File: config.mk
export PLATFORM = sky130hd
export DESIGN_NAME = noise_gate_hold_envelope
export DESIGN_NICKNAME = d
export VERILOG_FILES = /design/src/hw/rtl/ngh_pkg.sv /design/src/hw/rtl/ngh_regs.sv /design/src/hw/rtl/ngh_ctrl.sv /design/src/hw/rtl/ngh_dpath.sv /design/src/hw/rtl/noise_gate_hold_envelope.sv
export SDC_FILE = /design/constraint.sdc
export NUM_CORES = 2
export LEC_CHECK = 0
export ABC_CLOCK_PERIOD_IN_PS = 8600
export BUFFER_PORTS_ARGS = -buffer_cell sky130_fd_sc_hd__buf_2
export CAP_MARGIN = 20
export CORE_UTILIZATION = 30
export CTS_CLUSTER_SIZE = 14
export DETAILED_ROUTE_END_ITERATION = 7
export PLACE_DENSITY = 0.56
export SLEW_MARGIN = 20
export SYNTH_ARGS = -nofsm -noshare
export SYNTH_HDL_FRONTEND = slang
export SYNTH_SLANG_ARGS = --single-unit
File: constraint.sdc
create_clock -name clk_i -period 8.6 [get_ports clk_i]
set_input_delay 1.72 -clock clk_i [delete_from_list [all_inputs] [get_ports clk_i]]
set_output_delay 1.72 -clock clk_i [all_outputs]
set_load 0.05 [all_outputs]
File: src/hw/rtl/ngh_pkg.sv
// Shared types and constants of the noise gate with hold and gain envelope.
// Used by the register file, the controller, the datapath and the top level.
package ngh_pkg;

  // Register map: one 32-bit word per register.
  localparam int unsigned ADDR_W   = 4;
  localparam int unsigned DATA_W   = 32;
  localparam int unsigned IDX_W    = 2;

  localparam logic [IDX_W-1:0] REG_THRESHOLD = 2'd0;
  localparam logic [IDX_W-1:0] REG_ATTACK    = 2'd1;
  localparam logic [IDX_W-1:0] REG_RELEASE   = 2'd2;
  localparam logic [IDX_W-1:0] REG_HOLD      = 2'd3;

  localparam int unsigned THRESH_W = 16;
  localparam int unsigned HOLD_W   = 24;
  localparam int unsigned QUIET_W  = 25;

  // Commands from the controller to the datapath.
  typedef struct packed {
    logic load_sample;
    logic gate_upd;
    logic mul_env;
    logic env_upd;
    logic mul_out;
    logic out_load;
  } cmd_t;

  // Status from the datapath to the controller.
  typedef struct packed {
    logic out_free;
  } status_t;

endpackage

File: src/hw/rtl/ngh_regs.sv
// Configuration register file of the noise gate, on an APB-style port.
// Depends on ngh_pkg for the register map.
module ngh_regs #(
  parameter int unsigned COEF_FRAC_BITS = 24
) (
  input  logic                                clk_i,
  input  logic                                rst_ni,
  input  logic                                psel,
  input  logic                                penable,
  input  logic                                pwrite,
  input  logic [ngh_pkg::ADDR_W-1:0]          paddr,
  input  logic [ngh_pkg::DATA_W-1:0]          pwdata,
  output logic [ngh_pkg::DATA_W-1:0]          prdata,
  output logic                                pready,
  output logic [ngh_pkg::THRESH_W-1:0]        threshold_o,
  output logic [COEF_FRAC_BITS:0]             attack_o,
  output logic [COEF_FRAC_BITS:0]             release_o,
  output logic [ngh_pkg::HOLD_W-1:0]          hold_o
);

  localparam int unsigned COEF_W = COEF_FRAC_BITS + 1;

  logic [ngh_pkg::THRESH_W-1:0] threshold_q;
  logic [COEF_W-1:0]            attack_q;
  logic [COEF_W-1:0]            release_q;
  logic [ngh_pkg::HOLD_W-1:0]   hold_q;
  logic [ngh_pkg::IDX_W-1:0]    idx;
  logic                         wr_en;

  assign idx    = paddr[ngh_pkg::IDX_W+1:2];
  assign wr_en  = psel & penable & pwrite;
  assign pready = 1'b1;

  always_ff @(posedge clk_i or negedge rst_ni) begin
    if (!rst_ni) begin
      threshold_q <= '0;
      attack_q    <= '0;
      release_q   <= '0;
      hold_q      <= '0;
    end else if (wr_en) begin
      unique case (idx)
        ngh_pkg::REG_THRESHOLD: threshold_q <= pwdata[ngh_pkg::THRESH_W-1:0];
        ngh_pkg::REG_ATTACK:    attack_q    <= pwdata[COEF_W-1:0];
        ngh_pkg::REG_RELEASE:   release_q   <= pwdata[COEF_W-1:0];
        ngh_pkg::REG_HOLD:      hold_q      <= pwdata[ngh_pkg::HOLD_W-1:0];
        default: ;
      endcase
    end
  end

  always_comb begin
    unique case (idx)
      ngh_pkg::REG_THRESHOLD: prdata = ngh_pkg::DATA_W'(threshold_q);
      ngh_pkg::REG_ATTACK:    prdata = ngh_pkg::DATA_W'(attack_q);
      ngh_pkg::REG_RELEASE:   prdata = ngh_pkg::DATA_W'(release_q);
      ngh_pkg::REG_HOLD:      prdata = ngh_pkg::DATA_W'(hold_q);
      default:                prdata = '0;
    endcase
  end

  assign threshold_o = threshold_q;
  assign attack_o    = attack_q;
  assign release_o   = release_q;
  assign hold_o      = hold_q;

endmodule

File: src/hw/rtl/ngh_ctrl.sv
// Sequencer of the noise gate: steps one sample through gate update,
// envelope multiply, envelope update, output multiply and output load.
// Depends on ngh_pkg for the command and status structs.
module ngh_ctrl (
  input  logic             clk_i,
  input  logic             rst_ni,
  input  logic             in_valid_i,
  output logic             in_ready_o,
  input  ngh_pkg::status_t status_i,
  output ngh_pkg::cmd_t    cmd_o
);

  typedef enum logic [5:0] {
    ST_IDLE    = 6'b000001,
    ST_GATE    = 6'b000010,
    ST_ENV_MUL = 6'b000100,
    ST_ENV_UPD = 6'b001000,
    ST_OUT_MUL = 6'b010000,
    ST_OUT     = 6'b100000
  } state_e;

  state_e state_q, state_d;

  always_ff @(posedge clk_i or negedge rst_ni) begin
    if (!rst_ni) begin
      state_q <= ST_IDLE;
    end else begin
      state_q <= state_d;
    end
  end

  assign in_ready_o = (state_q == ST_IDLE);

  always_comb begin
    state_d = state_q;
    cmd_o   = '0;
    unique case (state_q)
      ST_IDLE: begin
        if (in_valid_i) begin
          cmd_o.load_sample = 1'b1;
          state_d           = ST_GATE;
        end
      end
      ST_GATE: begin
        cmd_o.gate_upd = 1'b1;
        state_d        = ST_ENV_MUL;
      end
      ST_ENV_MUL: begin
        cmd_o.mul_env = 1'b1;
        state_d       = ST_ENV_UPD;
      end
      ST_ENV_UPD: begin
        cmd_o.env_upd = 1'b1;
        state_d       = ST_OUT_MUL;
      end
      ST_OUT_MUL: begin
        cmd_o.mul_out = 1'b1;
        state_d       = ST_OUT;
      end
      ST_OUT: begin
        // Wait here until the previous result has left the output register.
        if (status_i.out_free) begin
          cmd_o.out_load = 1'b1;
          state_d        = ST_IDLE;
        end
      end
      default: state_d = ST_IDLE;
    endcase
  end

endmodule

File: src/hw/rtl/ngh_dpath.sv
// Datapath of the noise gate: gate and hold counter, one shared multiplier,
// gain envelope and the output register. Depends on ngh_pkg.
module ngh_dpath #(
  parameter int unsigned SAMPLE_BITS    = 16,
  parameter int unsigned COEF_FRAC_BITS = 24
) (
  input  logic                          clk_i,
  input  logic                          rst_ni,
  input  ngh_pkg::cmd_t                 cmd_i,
  output ngh_pkg::status_t              status_o,
  input  logic [ngh_pkg::THRESH_W-1:0]  threshold_i,
  input  logic [COEF_FRAC_BITS:0]       attack_i,
  input  logic [COEF_FRAC_BITS:0]       release_i,
  input  logic [ngh_pkg::HOLD_W-1:0]    hold_i,
  input  logic signed [SAMPLE_BITS-1:0] sample_in_i,
  output logic                          out_valid_o,
  input  logic                          out_ready_i,
  output logic signed [SAMPLE_BITS-1:0] sample_out_o,
  output logic                          gate_is_open_o
);

  localparam int unsigned ENV_W  = COEF_FRAC_BITS + 1;
  localparam int unsigned MUL_W  = (ENV_W > SAMPLE_BITS) ? ENV_W : SAMPLE_BITS;
  localparam int unsigned PROD_W = ENV_W + MUL_W;
  localparam int unsigned CMP_W  = (SAMPLE_BITS > ngh_pkg::THRESH_W) ?
                                   SAMPLE_BITS : ngh_pkg::THRESH_W;
  localparam logic [ENV_W-1:0] ENV_ONE = ENV_W'(1) << COEF_FRAC_BITS;

  logic [SAMPLE_BITS-1:0]       sample_q;
  logic                         gate_open_q;
  logic [ngh_pkg::QUIET_W-1:0]  quiet_q;
  logic [ENV_W-1:0]             env_q;
  logic [PROD_W-1:0]            prod_q;
  logic                         out_valid_q;
  logic [SAMPLE_BITS-1:0]       out_sample_q;
  logic                         out_gate_q;

  logic                         neg;
  logic [SAMPLE_BITS-1:0]       mag;
  logic                         above;
  logic [ENV_W-1:0]             coef_raw;
  logic [ENV_W-1:0]             coef;
  logic [MUL_W-1:0]             mul_b;
  logic [ENV_W-1:0]             prod_env;
  logic [PROD_W-1:0]            prod_up;
  logic [SAMPLE_BITS-1:0]       res;

  // Magnitude of the most negative sample is 2^(SAMPLE_BITS-1), which fits unsigned.
  assign neg   = sample_q[SAMPLE_BITS-1];
  assign mag   = neg ? (~sample_q + SAMPLE_BITS'(1)) : sample_q;
  assign above = CMP_W'(mag) > CMP_W'(threshold_i);

  // Coefficients above one are clamped to exactly one.
  assign coef_raw = gate_open_q ? attack_i : release_i;
  assign coef     = (coef_raw > ENV_ONE) ? ENV_ONE : coef_raw;

  assign mul_b    = cmd_i.mul_env ? MUL_W'(coef) : MUL_W'(mag);
  assign prod_env = ENV_W'(prod_q >> COEF_FRAC_BITS);

  // Negative results are floored: round the magnitude up before negating.
  assign prod_up = prod_q + PROD_W'(ENV_ONE - ENV_W'(1));
  assign res     = neg ? (SAMPLE_BITS'(0) - SAMPLE_BITS'(prod_up >> COEF_FRAC_BITS))
                       : SAMPLE_BITS'(prod_q >> COEF_FRAC_BITS);

  always_ff @(posedge clk_i) begin
    if (cmd_i.load_sample) begin
      sample_q <= sample_in_i;
    end
    if (cmd_i.mul_env || cmd_i.mul_out) begin
      prod_q <= PROD_W'(env_q) * PROD_W'(mul_b);
    end
    if (cmd_i.out_load) begin
      out_sample_q <= res;
      out_gate_q   <= gate_open_q;
    end
  end

  always_ff @(posedge clk_i or negedge rst_ni) begin
    if (!rst_ni) begin
      gate_open_q <= 1'b0;
      quiet_q     <= '0;
      env_q       <= '0;
      out_valid_q <= 1'b0;
    end else begin
      if (cmd_i.gate_upd) begin
        if (above) begin
          gate_open_q <= 1'b1;
          quiet_q     <= '0;
        end else begin
          if (quiet_q > ngh_pkg::QUIET_W'(hold_i)) begin
            gate_open_q <= 1'b0;
          end
          if (quiet_q != '1) begin
            quiet_q <= quiet_q + ngh_pkg::QUIET_W'(1);
          end
        end
      end
      if (cmd_i.env_upd) begin
        env_q <= gate_open_q ? (prod_env + (ENV_ONE - coef)) : prod_env;
      end
      if (cmd_i.out_load) begin
        out_valid_q <= 1'b1;
      end else if (out_ready_i) begin
        out_valid_q <= 1'b0;
      end
    end
  end

  assign status_o.out_free = !out_valid_q || out_ready_i;
  assign out_valid_o       = out_valid_q;
  assign sample_out_o      = out_sample_q;
  assign gate_is_open_o    = out_gate_q;

endmodule

File: src/hw/rtl/noise_gate_hold_envelope.sv
// Noise gate with hold time and a Q1.COEF_FRAC_BITS gain envelope. Each
// accepted sample passes through the sequencer steps, two of which use the
// single shared multiplier (envelope times coefficient, then sample
// magnitude times envelope). A new sample is accepted as soon as
// the previous one has reached the output register, even while that result
// still waits to be taken; the sequence stalls only when a second result is
// ready before the first has left. Coefficient and threshold registers sit
// on the APB-style port and should be written while no sample is in flight.
module noise_gate_hold_envelope #(
  parameter int unsigned SAMPLE_BITS    = 16,
  parameter int unsigned COEF_FRAC_BITS = 24
) (
  input  logic                          clk_i,
  input  logic                          rst_ni,
  input  logic                          psel,
  input  logic                          penable,
  input  logic                          pwrite,
  input  logic [ngh_pkg::ADDR_W-1:0]    paddr,
  input  logic [ngh_pkg::DATA_W-1:0]    pwdata,
  output logic [ngh_pkg::DATA_W-1:0]    prdata,
  output logic                          pready,
  input  logic                          in_valid_i,
  output logic                          in_ready_o,
  input  logic signed [SAMPLE_BITS-1:0] sample_in_i,
  output logic                          out_valid_o,
  input  logic                          out_ready_i,
  output logic signed [SAMPLE_BITS-1:0] sample_out_o,
  output logic                          gate_is_open_o
);

  logic [ngh_pkg::THRESH_W-1:0] threshold;
  logic [COEF_FRAC_BITS:0]      attack;
  logic [COEF_FRAC_BITS:0]      release_c;
  logic [ngh_pkg::HOLD_W-1:0]   hold;
  ngh_pkg::cmd_t                cmd;
  ngh_pkg::status_t             status;

  ngh_regs #(
    .COEF_FRAC_BITS(COEF_FRAC_BITS)
  ) u_regs (
    .clk_i       (clk_i),
    .rst_ni      (rst_ni),
    .psel        (psel),
    .penable     (penable),
    .pwrite      (pwrite),
    .paddr       (paddr),
    .pwdata      (pwdata),
    .prdata      (prdata),
    .pready      (pready),
    .threshold_o (threshold),
    .attack_o    (attack),
    .release_o   (release_c),
    .hold_o      (hold)
  );

  ngh_ctrl u_ctrl (
    .clk_i      (clk_i),
    .rst_ni     (rst_ni),
    .in_valid_i (in_valid_i),
    .in_ready_o (in_ready_o),
    .status_i   (status),
    .cmd_o      (cmd)
  );

  ngh_dpath #(
    .SAMPLE_BITS    (SAMPLE_BITS),
    .COEF_FRAC_BITS (COEF_FRAC_BITS)
  ) u_dpath (
    .clk_i          (clk_i),
    .rst_ni         (rst_ni),
    .cmd_i          (cmd),
    .status_o       (status),
    .threshold_i    (threshold),
    .attack_i       (attack),
    .release_i      (release_c),
    .hold_i         (hold),
    .sample_in_i    (sample_in_i),
    .out_valid_o    (out_valid_o),
    .out_ready_i    (out_ready_i),
    .sample_out_o   (sample_out_o),
    .gate_is_open_o (gate_is_open_o)
  );

endmodule
# Yosys cells after proc, flatten, opt, wreduce, memory -nomap -nowiden
# Cells that the tools add are included.
# totals
register_bits	230
inputBits	59
output_inout_bits	52
elab_cells	76
# op_classes
add_sub_neg	6
n_mul	1
order_cmp	3
eq_ne	12
mux	24
bitwise	3
reduce_logical	14
# op_table
operator	n
2-to-1 mux 25 bit	6
case mux 32 bit (4 select lines)	1
multiplier 25 x 25 -> 49 bit	1
adder 40 x 24 -> 40 bit, second input constant	1
case mux 6 bit (6 select lines)	1
2-to-1 mux 16 bit	2
adder 25 x 1 -> 25 bit, second input constant	1
adder 25 bit	1
> comparator 25 x 24 -> 1 bit	1
> comparator 25 bit, second input constant	1
inequality test 25 bit, second input constant	1
subtractor 25 bit, first input constant	1
adder 16 x 1 -> 16 bit, second input constant	1
> comparator 16 bit	1
NOT 16 bit	1
subtractor 1 x 16 -> 16 bit, first input constant	1
AND reduction 2 bit	7
2-to-1 mux 1 bit	12
2-to-1 mux 6 bit	2
== test 6 x 1 -> 1 bit, second input constant	1
== test 6 x 2 -> 1 bit, second input constant	1
== test 6 x 3 -> 1 bit, second input constant	1
== test 6 x 4 -> 1 bit, second input constant	1
== test 6 x 5 -> 1 bit, second input constant	1
other kinds (9)	15

# Longest topological paths before layout
# logic_depth
ltp_word	6
ltp_mapped	34
ltp_nobuf	33

# By module
# Synthesis repeated with hierarchy kept, for this count alone.
# unflattened
cells_unflattened	3523
hier_area_um2	34197.8
# modules_own_cells
mod	instances	cells_per_inst	area_per_inst_um2
ngh_dpath	1	3240	29717.3
ngh_regs	1	249	4125.2
ngh_ctrl	1	34	355.3

# Worst setup path after synthesis
# Ideal clock, no wire load.
# synth_path
path_kind	register to register
from	register u_regs.release_q[7] (netlist: u_regs.release_o[7])
to	register u_dpath.prod_q[38] (data pin)
setup_ps	135
t_arrival_ps	7948
required_time_ps	8465
slack_ps	517
stages_incl_launch_ff	34
n_path_buf	2
period_less_slack_ps	8083
cell_sequence	dfrtp_1 -> nor4_1 -> nand4_1 -> o21ai_0 -> mux2_2 -> buf_2 -> nand2_1 -> a21oi_1 -> clkbuf_1 -> nand2_1 -> fa_1 -> inv_1 -> fa_1 -> inv_1 -> fa_1 -> inv_1 -> fa_1 -> inv_1 -> fa_1 -> inv_1 -> fa_1 -> inv_1 -> fa_1 -> inv_1 -> ha_1 -> a211oi_1 -> o211ai_1 -> nand2_1 -> a2bb2oi_1 -> nand2_1 -> o2111ai_1 -> a21boi_0 -> or4b_2 -> nand3_1
# synth_via
elab_chain_len	5
# synth_rtl
element	line	rtl
start: declaration	ngh_regs.sv:25	logic [COEF_W-1:0] release_q;
start signal: assignment	ngh_regs.sv:44	ngh_pkg::REG_RELEASE: release_q <= pwdata[COEF_W-1:0];
2-to-1 mux 25 bit (*)	ngh_dpath.sv:54	assign coef_raw = gate_open_q ? attack_i : release_i;
> comparator 25 bit	ngh_dpath.sv:55	assign coef = (coef_raw > ENV_ONE) ? ENV_ONE : coef_raw;
2-to-1 mux 25 bit (*)	ngh_dpath.sv:55	
2-to-1 mux 25 bit (*)	ngh_dpath.sv:57	assign mul_b = cmd_i.mul_env ? MUL_W'(coef) : MUL_W'(mag);
multiplier 25 x 25 -> 49 bit (*)	ngh_dpath.sv:70	prod_q <= PROD_W'(env_q) * PROD_W'(mul_b);
end signal: assignment	ngh_dpath.sv:70	
end: declaration	ngh_dpath.sv:33	logic [PROD_W-1:0] prod_q;
# Every way passes the cells marked *; elsewhere a longest branch is shown, timed or not.
# A chain may end at the register's enable or synchronous reset.

# Final worst setup path
# layout_path
from	register u_regs.attack_q[2] (netlist: u_regs.attack_o[2])
to	register u_dpath.prod_q[46] (data pin)
# layout_via
elab_chain_len	5
# layout_rtl
element	line	rtl
start: declaration	ngh_regs.sv:24	logic [COEF_W-1:0] attack_q;
start signal: assignment	ngh_regs.sv:43	ngh_pkg::REG_ATTACK: attack_q <= pwdata[COEF_W-1:0];
2-to-1 mux 25 bit (*)	ngh_dpath.sv:54	
> comparator 25 bit	ngh_dpath.sv:55	
2-to-1 mux 25 bit (*)	ngh_dpath.sv:55	
2-to-1 mux 25 bit (*)	ngh_dpath.sv:57	
multiplier 25 x 25 -> 49 bit (*)	ngh_dpath.sv:70	
# Marked as above.

==> results.yml <==
routing:
  vias_per_cell: 4.69
  wl_um: 89700
  antenna_left: 0
  drc: 0
  post_drt_wl_per_cell_um: 17.0
  vias: 24800
  first_pass_iters: 5
  drt_iter0_drc: 1279
finish:
  antenna_cells: 0
  post-route-cell-area_um2: 38600
  drive_gt1_share_pct: 15.1
  nets: 4632
  syn2layout_area_growth_pct: 14.8
  most-common-layout-cells: "inv_1 (692), fa_1 (524), nand2_1 (463), and2_1 (314), ha_1 (268)"
  final_common_cell: "inv_1"
  layoutNonFillerInstCount: 5283
worst_setup_path:
  slowest_delay_ns: 0.55
  crit_type: "flip-flop to flip-flop"
  path_max_fanout: 14
  arrival_ns: 8.57
  crit_top_cell: "fa_1"
  required_ns: 8.89
  worst_setup_path_start_kind: "flip-flop"
  slowest_stage: "fa_1"
  end_kind: "flip-flop"
place:
  placed_area_um2: 37500
  place_congestion: 0.883
  place_inst: 5234
  dpl.hpwl_um: 73400
  numPortBuffers: 93
timing:
  drv_slew: 0
  finalCriticalPeriod_ns: 8.27
  fin_crit_sh_pct: 96.2
  clock_skew_ns: 0.0197
  max_freq_mhz: 121
  setup_viol: 0
  finalHoldViolCount: 0
  tightest_slew_ns: 1.20
  max_slew_margin_pct: 20.0
yosys:
  avgSynthCellArea_um2: 9.44
  yosysSeqAreaShare_pct: 18.4
  async_flop_share_pct: 64.3
  netlist_area_um2: 33600
  synth-edff-count: 82
  synth_top_flop_cell: "dfrtp_1"
  yosysUniqueCellTypes: 73
  yosysWarnings: 0
  ys_seq_elements: 230
  syn_inst: 3561
global_route:
  grt_pass1_vias: 26200
  grt_use_total_pct: 16.3
  grt_overflow_total: 0
  antenna_found_initial: 0
  grt_start_max_net_pins: 99
  grt_pass1_wl_um: 146000
die:
  core_um2: 111000
  rows: 122
  die_x_um: 337
  ios: 111
  start_util_pct: 30.3
  die_h_um: 337
  dieArea_um2: 113000
power:
  leakagePower_uw: 0.0189
  peakVddDrop_mv: 0.348
  powerDensity_nw_per_um2: 327
clocking:
  cts_tree: "done"
  cts_buffers: 24
  cts_buffer_depth: 3
  clkTransAtPathRegs_ns: 0.06
  root_buffer: "clkbuf_16"
  cts.sinks: 230
  htree_num_levels: 1
  clkLatencyLatePin_ns: 0.55
job:
  cap_violations: 0
run_status:
  status: "finished clean"
hold_path:
  hold_path.class: "flip-flop to flip-flop"
==> sequential cells by signal (all words and copies together) (netlist names) <==
signal,cells
u_regs.attack_o,25
u_regs.threshold_o,16
u_ctrl.state_q,6
u_dpath.quiet_q,25
u_dpath.gate_open_q,1
u_regs.release_o,25
u_dpath.env_q,25
u_dpath.prod_q,49
u_dpath.gate_is_open_o,1
u_dpath.out_valid_o,1
u_dpath.sample_q,16
u_dpath.sample_out_o,16
u_regs.hold_o,24
==> kinds of logic after synthesis <==
logic type | share of synthesized area (%)
and+or+nand+nor | 16.0
buffers and inverters | 9.65
adders and majority gates | 41.4
AOI/OAI and AO/OA | 6.62
DFF | 18.4
muxes | 5.00
xor gates and xnor gates | 3.00
other | 0.0223
==> Yosys cell counts, types with 5 or more instances <==
cell type | instances | share of area [%]
nand3_1 | 28 | 0.42
nor2b_1 | 19 | 0.35
mux4_2 | 16 | 1.1
o31ai_1 | 7 | 0.16
and2_1 | 315 | 5.9
nand2b_1 | 17 | 0.32
a311oi_1 | 5 | 0.13
or3_1 | 14 | 0.26
nand4_1 | 21 | 0.39
buf_2 | 11 | 0.16
o2111ai_1 | 6 | 0.16
a21oi_1 | 86 | 1.3
buf_4 | 8 | 0.18
and3_1 | 21 | 0.39
nor4_1 | 24 | 0.45
edfxtp_1 | 82 | 7.3
a21o_1 | 44 | 0.98
ha_1 | 270 | 10
and4_1 | 6 | 0.16
nor3b_1 | 10 | 0.22
fa_1 | 526 | 31
xor2_1 | 46 | 1.2
xnor2_1 | 69 | 1.8
nor2_1 | 89 | 0.99
a22o_1 | 8 | 0.21
nor3_1 | 22 | 0.33
o21a_1 | 13 | 0.29
buf_1 | 5 | 0.056
mux2_2 | 94 | 3.1
o211ai_1 | 6 | 0.13
nand2_1 | 467 | 5.2
a31oi_1 | 12 | 0.22
a211oi_1 | 12 | 0.27
inv_1 | 692 | 7.7
dfrtp_1 | 147 | 11
o21bai_1 | 14 | 0.31
o21ai_0 | 111 | 1.7
clkbuf_1 | 134 | 1.5
mux2i_1 | 26 | 0.77
nand3b_1 | 12 | 0.27
==> worst paths after layout <==
path,start,endpoint,slack [ns],cells after the start
max reg2reg,u_regs.attack_o[2],u_dpath.prod_q[46],0.33,33
max in group asynchronous,rst_ni,u_dpath.env_q[20],6.08,2
min,u_regs.threshold_o[5],u_regs.threshold_o[5],0.53,1
min in group asynchronous,rst_ni,u_dpath.quiet_q[13],1.29,1
min reg2reg,u_regs.threshold_o[5],u_regs.threshold_o[5],0.53,1
max,u_regs.attack_o[2],u_dpath.prod_q[46],0.33,33
==> per-stage QoR <==
stage          total power (uW)  hold slack [ns]  setup TNS, ns  setup WS [ns]  util [%]
2_1_floorplan              7890            0.420              0          0.517         -
3_3_place_gp              11400            0.518          -3.76         -0.357      33.8
3_5_place_dp              11500            0.521          -4.99         -0.444      33.8
4_1_cts                   12600            0.536        -0.0835        -0.0835      34.6
5_1_grt                   14100            0.554         -0.116        -0.0408      34.8
6_report                  12600            0.534              0          0.328      34.8
==> worst max-delay path, delay by kind of cell, from the launching register on <==
family	cells	cell delay [ns]
compound gates	7	1.25
fa+ha+maj	8	3.77
flops	1	0.42
simple gates	8	1.29
mux	1	0.25
xor+xnor	1	0.10
buf+inv	8	0.92
==> metal layers <==
layer | share of wire [%] | global-route usage, %
met1 | 46 | 22.7
met2 | 48 | 27.6
met3 | 3.3 | 1.33
met4 | 2.2 | 3.32
met5 | 0 | 0
==> area by class of cell <==
| class | count | area (um^2) |
|---|---|---|
| sequential | 230 | 6170 |
| inverter | 694 | 2610 |
| fill | 11600 | 72200 |
| clock inverter | 15 | 133 |
| multi-input combinational | 2485 | 24600 |
| clock buffer | 29 | 629 |
| timing repair buffer | 342 | 2580 |
| tap | 1488 | 1860 |
==> power by group <==
group | internal [uW] | total [uW] | switching (uW)
combinational | 4200 | 9600 | 5400
clock | 559 | 1030 | 473
sequential | 1540 | 1970 | 428
total | 6310 | 12600 | 6300
==> what timing repair did <==
item	CTS	global route
endpoints found under the hold margin	0	0
resized for setup	13	54
pin swaps	2	20
gates cloned	0	0
hold buffers	0	0
endpoints found under the setup margin	18	18
buffers inserted	2	3
Note: power is estimated with default switching activity, not from simulation.
